**src/register_alu_with_nzcv_flags_unit_macros.svh**
```systemverilog
// ----------------------------------------------------------------------------
// Assertion macros for the NZCV register ALU.
// Each macro expects clk and rst_n to be visible where it is used.
// ----------------------------------------------------------------------------
`ifndef REGISTER_ALU_WITH_NZCV_FLAGS_UNIT_MACROS_SVH
`define REGISTER_ALU_WITH_NZCV_FLAGS_UNIT_MACROS_SVH

// The consequent must hold in the same cycle as the antecedent.
`define NZALU_ASSERT_SAME(label, ante, cons, msg) \
    label: assert property (@(posedge clk) disable iff (!rst_n) \
        (ante) |-> (cons)) else $error(msg);

// The consequent must hold in the cycle after the antecedent.
`define NZALU_ASSERT_NEXT(label, ante, cons, msg) \
    label: assert property (@(posedge clk) disable iff (!rst_n) \
        (ante) |=> (cons)) else $error(msg);

`endif

```
**src/nzalu_pkg.sv**
```systemverilog
`timescale 1ns / 1ps
// ----------------------------------------------------------------------------
// nzalu_pkg
// Operation codes and payload types shared by the NZCV register ALU files.
// ----------------------------------------------------------------------------
package nzalu_pkg;

    localparam int unsigned DataWidth = 32;

    // Operation codes in the order of opcode bits 6 to 9.
    typedef enum logic [3:0] {
        OP_AND = 4'd0,
        OP_EOR = 4'd1,
        OP_LSL = 4'd2,
        OP_LSR = 4'd3,
        OP_ASR = 4'd4,
        OP_ADC = 4'd5,
        OP_SBC = 4'd6,
        OP_ROR = 4'd7,
        OP_TST = 4'd8,
        OP_NEG = 4'd9,
        OP_CMP = 4'd10,
        OP_CMN = 4'd11,
        OP_ORR = 4'd12,
        OP_MUL = 4'd13,
        OP_BIC = 4'd14,
        OP_MVN = 4'd15
    } alu_op_t;

    typedef struct packed {
        alu_op_t                alu_op;
        logic [DataWidth-1:0]   operand_d;
        logic [DataWidth-1:0]   operand_m;
        logic                   neg_in;
        logic                   zero_in;
        logic                   carry_in;
        logic                   overflow_in;
    } alu_in_t;

    typedef struct packed {
        logic [DataWidth-1:0]   result_value;
        logic                   write_back;
        logic                   neg_out;
        logic                   zero_out;
        logic                   carry_out;
        logic                   overflow_out;
    } alu_out_t;

endpackage

```
**src/nzalu_if.sv**
```systemverilog
`timescale 1ns / 1ps
// ----------------------------------------------------------------------------
// nzalu_in_if / nzalu_out_if
// Valid/ready channels that carry ALU commands and ALU results.
// ----------------------------------------------------------------------------
interface nzalu_in_if;
    import nzalu_pkg::*;

    logic    valid;
    logic    ready;
    alu_in_t data;

    modport source (output valid, output data, input ready);
    modport sink   (input valid, input data, output ready);
endinterface

interface nzalu_out_if;
    import nzalu_pkg::*;

    logic     valid;
    logic     ready;
    alu_out_t data;

    modport source (output valid, output data, input ready);
    modport sink   (input valid, input data, output ready);
endinterface

```
**src/register_alu_with_nzcv_flags_unit.sv**
```systemverilog
`timescale 1ns / 1ps
// ----------------------------------------------------------------------------
// register_alu_with_nzcv_flags_unit
// Sixteen-operation register ALU with NZCV flag update, two register stages.
// ----------------------------------------------------------------------------
//
//  Channel | Role   | Payload
//  --------+--------+-----------------------------------------------------
//  cmd     | sink   | alu_op, operand_d, operand_m, incoming NZCV flags
//  rsp     | source | result_value, write_back, updated NZCV flags
//
// Each command is held in the input register while the logic works on it
// and lands in the result register when the input stage advances, where its
// result is offered on rsp; one command is taken every cycle while rsp is
// not stalled.
// The longest path is the 32 by 32 multiplier feeding the result register.
// Reset clears both valid bits; the data registers are not reset.
// When rsp is stalled the result register holds, and the input register
// holds too once it is full, so cmd.ready drops only when both are full.
//
module register_alu_with_nzcv_flags_unit (
    input  logic         clk,
    input  logic         rst_n,
    nzalu_in_if.sink     cmd,
    nzalu_out_if.source  rsp
);
    import nzalu_pkg::*;

    // ------------------------------------------------------------------
    // Pipeline control. The input stage moves forward whenever the result
    // register is empty or its content is being taken in this cycle.
    // ------------------------------------------------------------------
    logic     in_valid_reg;
    logic     out_valid_reg;
    alu_in_t  in_reg;
    alu_out_t out_reg;
    alu_out_t out_next;
    logic     in_advance;
    logic     cmd_xfer;

    assign in_advance = in_valid_reg && (!out_valid_reg || rsp.ready);
    assign cmd.ready  = !in_valid_reg || in_advance;
    assign cmd_xfer   = cmd.valid && cmd.ready;

    always_ff @(posedge clk or negedge rst_n)
    begin
        if (!rst_n)
        begin
            in_valid_reg  <= 1'b0;
            out_valid_reg <= 1'b0;
        end
        else
        begin
            if (cmd.ready)
            begin
                in_valid_reg <= cmd.valid;
            end
            if (!out_valid_reg || rsp.ready)
            begin
                out_valid_reg <= in_valid_reg;
            end
        end
    end

    always_ff @(posedge clk)
    begin
        if (cmd_xfer)
        begin
            in_reg <= cmd.data;
        end
        if (in_advance)
        begin
            out_reg <= out_next;
        end
    end

    assign rsp.valid = out_valid_reg;
    assign rsp.data  = out_reg;

    // ------------------------------------------------------------------
    // Shifter. The amount is the low byte of operand_m. LSL, LSR and ASR use a
    // 33-bit window so the last bit shifted out falls into a spare bit.
    // ------------------------------------------------------------------
    logic [7:0]             shift_amt;
    logic [4:0]             shift_lo;
    logic                   amt_is_zero;
    logic                   amt_below_32;
    logic                   amt_is_32;
    logic [DataWidth:0]     lsl_win;
    logic [DataWidth:0]     lsr_win;
    logic [DataWidth:0]     asr_win;
    logic [2*DataWidth-1:0] ror_win;
    logic [DataWidth-1:0]   ror_val;
    logic [DataWidth-1:0]   shift_val;
    logic                   shift_carry;
    logic [DataWidth-1:0]   d_val;
    logic                   d_sign;

    assign d_val        = in_reg.operand_d;
    assign d_sign       = d_val[DataWidth-1];
    assign shift_amt    = in_reg.operand_m[7:0];
    assign shift_lo     = shift_amt[4:0];
    assign amt_is_zero  = (shift_amt == 8'd0);
    assign amt_below_32 = (shift_amt[7:5] == 3'd0);
    assign amt_is_32    = (shift_amt == 8'd32);

    assign lsl_win = {1'b0, d_val} << shift_lo;
    assign lsr_win = {d_val, 1'b0} >> shift_lo;
    assign asr_win = $unsigned($signed({d_val, 1'b0}) >>> shift_lo);
    assign ror_win = {d_val, d_val} >> shift_lo;
    assign ror_val = ror_win[DataWidth-1:0];

    always_comb
    begin
        shift_val   = d_val;
        shift_carry = in_reg.carry_in;
        if (!amt_is_zero)
        begin
            case (in_reg.alu_op)
                OP_LSL:
                begin
                    shift_val   = amt_below_32 ? lsl_win[DataWidth-1:0] : '0;
                    shift_carry = amt_below_32 ? lsl_win[DataWidth] :
                                  (amt_is_32 ? d_val[0] : 1'b0);
                end
                OP_LSR:
                begin
                    shift_val   = amt_below_32 ? lsr_win[DataWidth:1] : '0;
                    shift_carry = amt_below_32 ? lsr_win[0] :
                                  (amt_is_32 ? d_sign : 1'b0);
                end
                OP_ASR:
                begin
                    shift_val   = amt_below_32 ? asr_win[DataWidth:1] : {DataWidth{d_sign}};
                    shift_carry = amt_below_32 ? asr_win[0] : d_sign;
                end
                default:
                begin
                    // Rotate: a multiple of 32 leaves the value as it is,
                    // and the carry is always the new top bit.
                    shift_val   = ror_val;
                    shift_carry = ror_val[DataWidth-1];
                end
            endcase
        end
    end

    // ------------------------------------------------------------------
    // Adder shared by ADC, SBC, NEG, CMP and CMN. Subtraction is done as
    // a + ~b + carry, so a carry of one means no borrow.
    // ------------------------------------------------------------------
    logic [DataWidth-1:0] add_a;
    logic [DataWidth-1:0] add_b;
    logic                 add_cin;
    logic [DataWidth:0]   add_sum;
    logic                 add_v;

    always_comb
    begin
        add_a   = d_val;
        add_b   = in_reg.operand_m;
        add_cin = in_reg.carry_in;
        case (in_reg.alu_op)
            OP_SBC:
            begin
                add_b = ~in_reg.operand_m;
            end
            OP_NEG:
            begin
                add_a   = '0;
                add_b   = ~in_reg.operand_m;
                add_cin = 1'b1;
            end
            OP_CMP:
            begin
                add_b   = ~in_reg.operand_m;
                add_cin = 1'b1;
            end
            OP_CMN:
            begin
                add_cin = 1'b0;
            end
            default:
            begin
                add_cin = in_reg.carry_in;
            end
        endcase
    end

    assign add_sum = {1'b0, add_a} + {1'b0, add_b} + {{DataWidth{1'b0}}, add_cin};
    assign add_v   = ~(add_a[DataWidth-1] ^ add_b[DataWidth-1])
                   & (add_a[DataWidth-1] ^ add_sum[DataWidth-1]);

    // ------------------------------------------------------------------
    // Multiplier: only the low word of the product is kept.
    // ------------------------------------------------------------------
    logic [DataWidth-1:0] mul_lo;

    assign mul_lo = d_val * in_reg.operand_m;

    // ------------------------------------------------------------------
    // Result selection and flag update.
    // ------------------------------------------------------------------
    logic [DataWidth-1:0] res_val;
    logic                 res_c;
    logic                 res_v;

    always_comb
    begin
        res_val = '0;
        res_c   = in_reg.carry_in;
        res_v   = in_reg.overflow_in;
        case (in_reg.alu_op)
            OP_AND, OP_TST:
            begin
                res_val = d_val & in_reg.operand_m;
            end
            OP_EOR:
            begin
                res_val = d_val ^ in_reg.operand_m;
            end
            OP_LSL, OP_LSR, OP_ASR, OP_ROR:
            begin
                res_val = shift_val;
                res_c   = shift_carry;
            end
            OP_ADC, OP_SBC, OP_NEG, OP_CMP, OP_CMN:
            begin
                res_val = add_sum[DataWidth-1:0];
                res_c   = add_sum[DataWidth];
                res_v   = add_v;
            end
            OP_ORR:
            begin
                res_val = d_val | in_reg.operand_m;
            end
            OP_MUL:
            begin
                res_val = mul_lo;
            end
            OP_BIC:
            begin
                res_val = d_val & ~in_reg.operand_m;
            end
            default:
            begin
                res_val = ~in_reg.operand_m;
            end
        endcase
    end

    always_comb
    begin
        out_next.result_value = res_val;
        out_next.write_back   = !(in_reg.alu_op inside {OP_TST, OP_CMP, OP_CMN});
        out_next.neg_out      = res_val[DataWidth-1];
        out_next.zero_out     = (res_val == '0);
        out_next.carry_out    = res_c;
        out_next.overflow_out = res_v;
    end

    // ------------------------------------------------------------------
    // Assertions.
    // ------------------------------------------------------------------
`include "register_alu_with_nzcv_flags_unit_macros.svh"

    `NZALU_ASSERT_NEXT(a_cmd_lands, cmd_xfer, in_valid_reg, "accepted command was lost")
    `NZALU_ASSERT_NEXT(a_in_moves, in_advance, out_valid_reg, "advanced command did not reach rsp")
    `NZALU_ASSERT_NEXT(a_in_holds, in_valid_reg && !in_advance,
        in_valid_reg && $stable(in_reg), "stalled input register changed")
    `NZALU_ASSERT_SAME(a_nz_flags, out_valid_reg,
        (out_reg.neg_out == out_reg.result_value[DataWidth-1]) &&
        (out_reg.zero_out == (out_reg.result_value == '0)), "N or Z flag mismatch")

endmodule
```
**src/flat_wrapper.sv**
```systemverilog
// flat-port wrapper written by rule: the top's interface ports become plain ports
module register_alu_with_nzcv_flags_unit_flat import nzalu_pkg::*;
  (clk, rst_n, cmd_valid, cmd_data, cmd_ready, rsp_valid, rsp_data, rsp_ready);
  nzalu_in_if cmd_i ();
  nzalu_out_if rsp_i ();
  input  logic clk;
  input  logic rst_n;
  input wire logic [$bits(cmd_i.valid)-1:0] cmd_valid;
  input wire logic [$bits(cmd_i.data)-1:0] cmd_data;
  output wire logic [$bits(cmd_i.ready)-1:0] cmd_ready;
  output wire logic [$bits(rsp_i.valid)-1:0] rsp_valid;
  output wire logic [$bits(rsp_i.data)-1:0] rsp_data;
  input wire logic [$bits(rsp_i.ready)-1:0] rsp_ready;
  assign cmd_i.valid = cmd_valid;
  assign cmd_i.data = cmd_data;
  assign cmd_ready = cmd_i.ready;
  assign rsp_valid = rsp_i.valid;
  assign rsp_data = rsp_i.data;
  assign rsp_i.ready = rsp_ready;
  register_alu_with_nzcv_flags_unit u_core (.clk(clk), .rst_n(rst_n), .cmd(cmd_i), .rsp(rsp_i));
endmodule
```
**config.mk**
```make
export PLATFORM = sky130hd
export DESIGN_NAME = register_alu_with_nzcv_flags_unit_flat
export DESIGN_NICKNAME = d
export VERILOG_FILES = /design/src/nzalu_pkg.sv /design/src/nzalu_if.sv /design/src/register_alu_with_nzcv_flags_unit.sv /design/src/flat_wrapper.sv
export VERILOG_INCLUDE_DIRS = /design/src /design/src/src
export SDC_FILE = /design/constraint.sdc
export NUM_CORES = 2
export LEC_CHECK = 0
export BUFFER_PORTS_ARGS = -buffer_cell sky130_fd_sc_hd__buf_2
export CAP_MARGIN = 25
export CORE_MARGIN = 2
export CORE_UTILIZATION = 30
export CTS_CLUSTER_SIZE = 40
export DETAILED_ROUTE_END_ITERATION = 10
export SLEW_MARGIN = 20
export SYNTH_ARGS = -nofsm -noshare
export SYNTH_HDL_FRONTEND = slang
export SYNTH_SLANG_ARGS = --single-unit
```
**constraint.sdc**
```tcl
create_clock -name clk -period 15.55 [get_ports clk]
set_input_delay 2.3325 -clock clk [delete_from_list [all_inputs] [get_ports clk]]
set_output_delay 2.3325 -clock clk [all_outputs]
set_load 0.01 [all_outputs]
```
; Word-level counts from Yosys, hierarchy flattened
; Index checks and enable logic that the tools add are counted.
[classes]
n_eq_ne = 15
bitwise = 9
reduce_logical = 17
mul = 1
n_shift = 4
mux = 18
n_addsub = 2
[ops]
columns = cell, count
row1 = 32-bit one-hot mux with 7 select lines, 1
row2 = 32-bit two-way mux, 6
row3 = 32-bit one-hot mux with 3 select lines, 1
row4 = 32-bit bitwise AND, 2
row5 = 64-bit by 5-bit right shift with 32-bit output, 1
row6 = 32-bit by 32-bit adder with 33-bit output, 1
row7 = 33-bit by 1-bit adder with 33-bit output, 1
row8 = 32-bit by 5-bit << shifter with 33-bit output, 1
row9 = 33-bit by 5-bit right shift with 33-bit output, 1
row10 = 33-bit by 5-bit >>> shifter with 33-bit output, 1
row11 = 32-bit zero test, 1
row12 = 32-bit by 32-bit multiplier with 32-bit output, 1
row13 = 32-bit NOT, 1
row14 = 32-bit bitwise OR, 1
row15 = 32-bit bitwise XOR, 1
row16 = "4-bit == test, second input constant", 7
row17 = "4-bit by 3-bit == test with 1-bit output, second input constant", 4
row18 = "4-bit by 2-bit == test with 1-bit output, second input constant", 2
row19 = "8-bit by 6-bit == test with 1-bit output, second input constant", 1
row20 = 8-bit zero test, 1
row21 = 1-bit two-way mux, 7
row22 = 5-bit OR reduction, 1
row23 = "4-bit by 1-bit == test with 1-bit output, second input constant", 1
row24 = 4-bit zero test, 1
row25 = 13 further kinds, 20
[word_totals]
wordCells = 79
regBits = 109
output_inout_bits = 39
inputBits = 76

; Longest topological paths before layout
[depth]
word_depth = 8
mapped_depth = 35
ltp_nobuf = 28

; Worst setup path before layout
; Ideal clock, no wire load.
[synth_path]
path_type = flip-flop to flip-flop
start = reg u_core.in_reg[6] (netlist name)
end = reg u_core.out_reg (netlist bit u_core.rsp.data[2]) (data pin)
path_stages_with_launch = 34
t_required_ps = 15417
slack_ps = 6632
period_less_slack_ps = 8918
arrival_ps = 8786
n_path_buf = 7
setup_time_ps = 133
cell_sequence = edfxtp_1 -> buf_2 -> buf_4 -> inv_1 -> buf_2 -> buf_1 -> clkbuf_1 -> clkbuf_1 -> clkbuf_1 -> nor2_1 -> fa_1 -> inv_1 -> fa_1 -> fa_1 -> fa_1 -> inv_1 -> fa_1 -> inv_1 -> fa_1 -> inv_1 -> fa_1 -> fa_1 -> ha_1 -> or2_2 -> or3b_2 -> o22ai_1 -> a21oi_1 -> mux2i_1 -> a211oi_1 -> a21oi_1 -> a2111oi_1 -> nand4b_1 -> nor4_1 -> o2111a_1
[synth_lines]
columns = element, line
row1 = start: declaration, register_alu_with_nzcv_flags_unit.sv:35  ; alu_in_t in_reg;
row2 = start signal: assignment, register_alu_with_nzcv_flags_unit.sv:69  ; in_reg <= cmd.data;
row3 = end signal: assignment, register_alu_with_nzcv_flags_unit.sv:73  ; out_reg <= out_next;
row4 = end: declaration, register_alu_with_nzcv_flags_unit.sv:36  ; alu_out_t out_reg;

==> flow_metrics.env <==
export IMPL_clk_path_buf_depth=2
export IMPL_insertion_delay_ns=0.41
export IMPL_grt_util_all_layers_pct=26.5
export IMPL_maxcap_viol_count=0
export IMPL_status="finished clean"
export IMPL_mappedNetlistArea_um2=29600
export IMPL_port_buffers=112
export IMPL_rsz0062_at_grt="no"
export IMPL_grt_pass1_wl_um=196000
export IMPL_dieWidth_um=318
export IMPL_route_met3_wl_um=14600
export IMPL_critical_path_top_cell_by_count="fa_1"
export IMPL_largest_register_ff_count=38
export IMPL_hold_path_class="register to register"
export IMPL_final_ant_viol_nets=0
export IMPL_drt_iter0_drc=3262
export IMPL_path_delay_family="adder cells"
export IMPL_drt_wirelength_per_cell_um=28.3
export IMPL_detail_route_drc_violations=0
export IMPL_crit_slowest_cell="clkinv_1"
export IMPL_cp_required_ns=15.69
export IMPL_commonest_register_cell_after_synthesis="edfxtp_1"
export IMPL_tritoncts_clock_tree="built"
export IMPL_final_setup_viol_count=0
export IMPL_tightestPinTransition_ns=1.25
export IMPL_numCtsBuffers=9
export IMPL_ios=115
export IMPL_detail_route_vias_per_cell=5.89
export IMPL_post_route_period_util_pct=64.2
export IMPL_top_library_cells_by_usage_in_the_layout_fill_and_taps_aside="nor2_1, inv_1, fa_1"
export IMPL_avgSynthCellArea_um2=8.42
export IMPL_seq_area_frac_synth_pct=10.9
export IMPL_tritoncts_num_sinks=108
export IMPL_drive_above_1_share_pct=9.95
export IMPL_initial_antenna_violation_count=9
export IMPL_ctsResizeCount=0
export IMPL_timing_critical_path_slowest_cell_delay_ns=0.90
export IMPL_place_gp_congestion=1.02
export IMPL_die_area_um2=101000
export IMPL_place_detailed_hpwl_um=99100
export IMPL_dr_total_vias=28100
export IMPL_timing_critical_path_arrival_ns=10.13
export IMPL_firstDrtPassIters=7
export IMPL_filler_cell_count=10400
export IMPL_area_added_between_synthesis_and_finish_pct=7.67
export IMPL_worst_setup_end_kind="register"
export IMPL_totalWireLength_um=135000
export IMPL_critical_path_peak_fanout=23
export IMPL_placement_rows=115
export IMPL_layout_commonest_cell="nor2_1"
export IMPL_start_util_pct=30.2
export IMPL_clock_skew_final_ns=0.0242
export IMPL_synth_enable_flop_cells=106
export IMPL_synth_nets=4202
export IMPL_final_max_slew_viol_count=0
export IMPL_postSynthRegisterBits=108
export IMPL_slew_headroom_pct=14.2
export IMPL_ys_async_sr_fraction_pct=1.85
export IMPL_yosysWarnings=0
export IMPL_design_core_area_um2=98100
export IMPL_finalHoldViolations=0
export IMPL_routed_top_layer="met5"
export IMPL_nets=4171
export IMPL_clk_pin_slew_ns=0.09
export IMPL_met2RoutedLength_um=58900
export IMPL_timing_setup_critical_path_class="register to register"
export IMPL_drt_met1_wl_um=49800
export IMPL_pin_count_of_the_biggest_net_entering_global_routing=120
export IMPL_achievable_clock_frequency_ghz=0.100
export IMPL_grt_pass1_vias=27900
export IMPL_cp_num_buf_inv=6
export IMPL_yosysUniqueCellTypes=92
export IMPL_period_minus_slack_ns=9.99
export IMPL_syn_instance_count=3513
export IMPL_dieHeight_um=318
export IMPL_setup_total_negative_slack_ns=0
export IMPL_htree_levels=3
export IMPL_post_cts_setup_buffer_count=0
export IMPL_grt_ovfl_total=0
export IMPL_ctsRootBufferMaster="clkbuf_16"
export IMPL_critPathLaunchType="register"
export IMPL_holdBufCountCts=0
-- Yosys cell counts (all sizes together) (11+ instances only) --
| cell | number | area share, % |
|---|---|---|
| nor2 | 473 | 6.0 |
| inv | 450 | 5.7 |
| fa | 410 | 28 |
| nand2 | 402 | 5.1 |
| ha | 203 | 8.6 |
| clkbuf | 182 | 2.3 |
| o21ai | 142 | 2.4 |
| a21oi | 134 | 2.3 |
| edfxtp | 106 | 11 |
| xnor2 | 106 | 3.1 |
| buf | 78 | 1.3 |
| mux2i | 78 | 2.6 |
| mux4 | 54 | 4.2 |
| o211ai | 44 | 1.1 |
| a211oi | 40 | 1.0 |
| nor3 | 40 | 0.68 |
| nand3 | 37 | 0.64 |
| nand2b | 30 | 0.63 |
| a31oi | 29 | 0.61 |
| mux2 | 28 | 1.1 |
| a21o | 27 | 0.68 |
| a221oi | 24 | 0.73 |
| o21a | 24 | 0.61 |
| o22ai | 23 | 0.49 |
| o221ai | 22 | 0.65 |
| xor2 | 21 | 0.62 |
| and2 | 20 | 0.42 |
| a22oi | 16 | 0.41 |
| nor2b | 16 | 0.34 |
| o31ai | 16 | 0.41 |
| clkinv | 13 | 0.16 |
| a2111oi | 11 | 0.33 |
| or3 | 11 | 0.23 |
-- final timing paths --
| path | end | start | slack (ns) | cells after the start |
|---|---|---|---|---|
| max | u_core.rsp.data[2] | u_core.d_val[7] | 5.56 | 27 |
| min | u_core.rsp.valid | u_core.in_valid_reg | 0.50 | 1 |
| max reg2reg | u_core.rsp.data[2] | u_core.d_val[7] | 5.56 | 27 |
| min reg2reg | u_core.rsp.valid | u_core.in_valid_reg | 0.50 | 1 |
| max in group asynchronous | u_core.rsp.valid | rst_n | 13.75 | 1 |
| min in group asynchronous | u_core.in_valid_reg | rst_n | 1.70 | 1 |
-- final cells by class --
type	instances	area, um^2	share of cell area [%]
tap	1287	1610	5.05
clock inverter	7	62.6	0.196
inverter	463	1740	5.45
antenna	1	2.50	0.00785
clock buffer	9	225	0.707
timing repair buffer	218	1400	4.38
sequential	108	3230	10.1
multi-input combinational	2682	23600	74.1
-- cells by family (layout without fill, tap and decap cells) --
group | count (synthesis) | after routing | synth area share (%)
and+or+nand+nor | 1102 | 1102 | 16.0
buffers and inverters | 723 | 697 | 9.48
AOI/OAI and AO/OA | 680 | 680 | 15.6
adders and majority gates | 613 | 613 | 36.3
muxes | 160 | 160 | 7.89
xor gates and xnor gates | 127 | 127 | 3.76
DFF | 108 | 108 | 10.9
other | 0 | 1 | 0
-- per-layer routing --
layer,vias to the layer above,track usage [%]
li1,11800,-
met1,13900,32.6
met2,1933,40.9
met3,525,6.11
met4,10,19.4
met5,-,0
-- per-stage QoR --
step	cells	utilization [%]	setup WS, ns	hold slack, ns	instance area, um^2
after floorplan	3513	-	6.63	0.449	29600
after global placement	4756	32.2	5.93	0.469	31600
after detailed placement	4758	32.2	5.91	0.467	31600
after CTS	4774	32.5	5.85	0.511	31900
after global routing	4774	32.5	5.42	0.550	31900
final	4775	32.5	5.56	0.496	31900
Power is left out: the tool's default activity adds up to more than one toggle a clock period on the data nets, which glitch-free logic cannot reach.
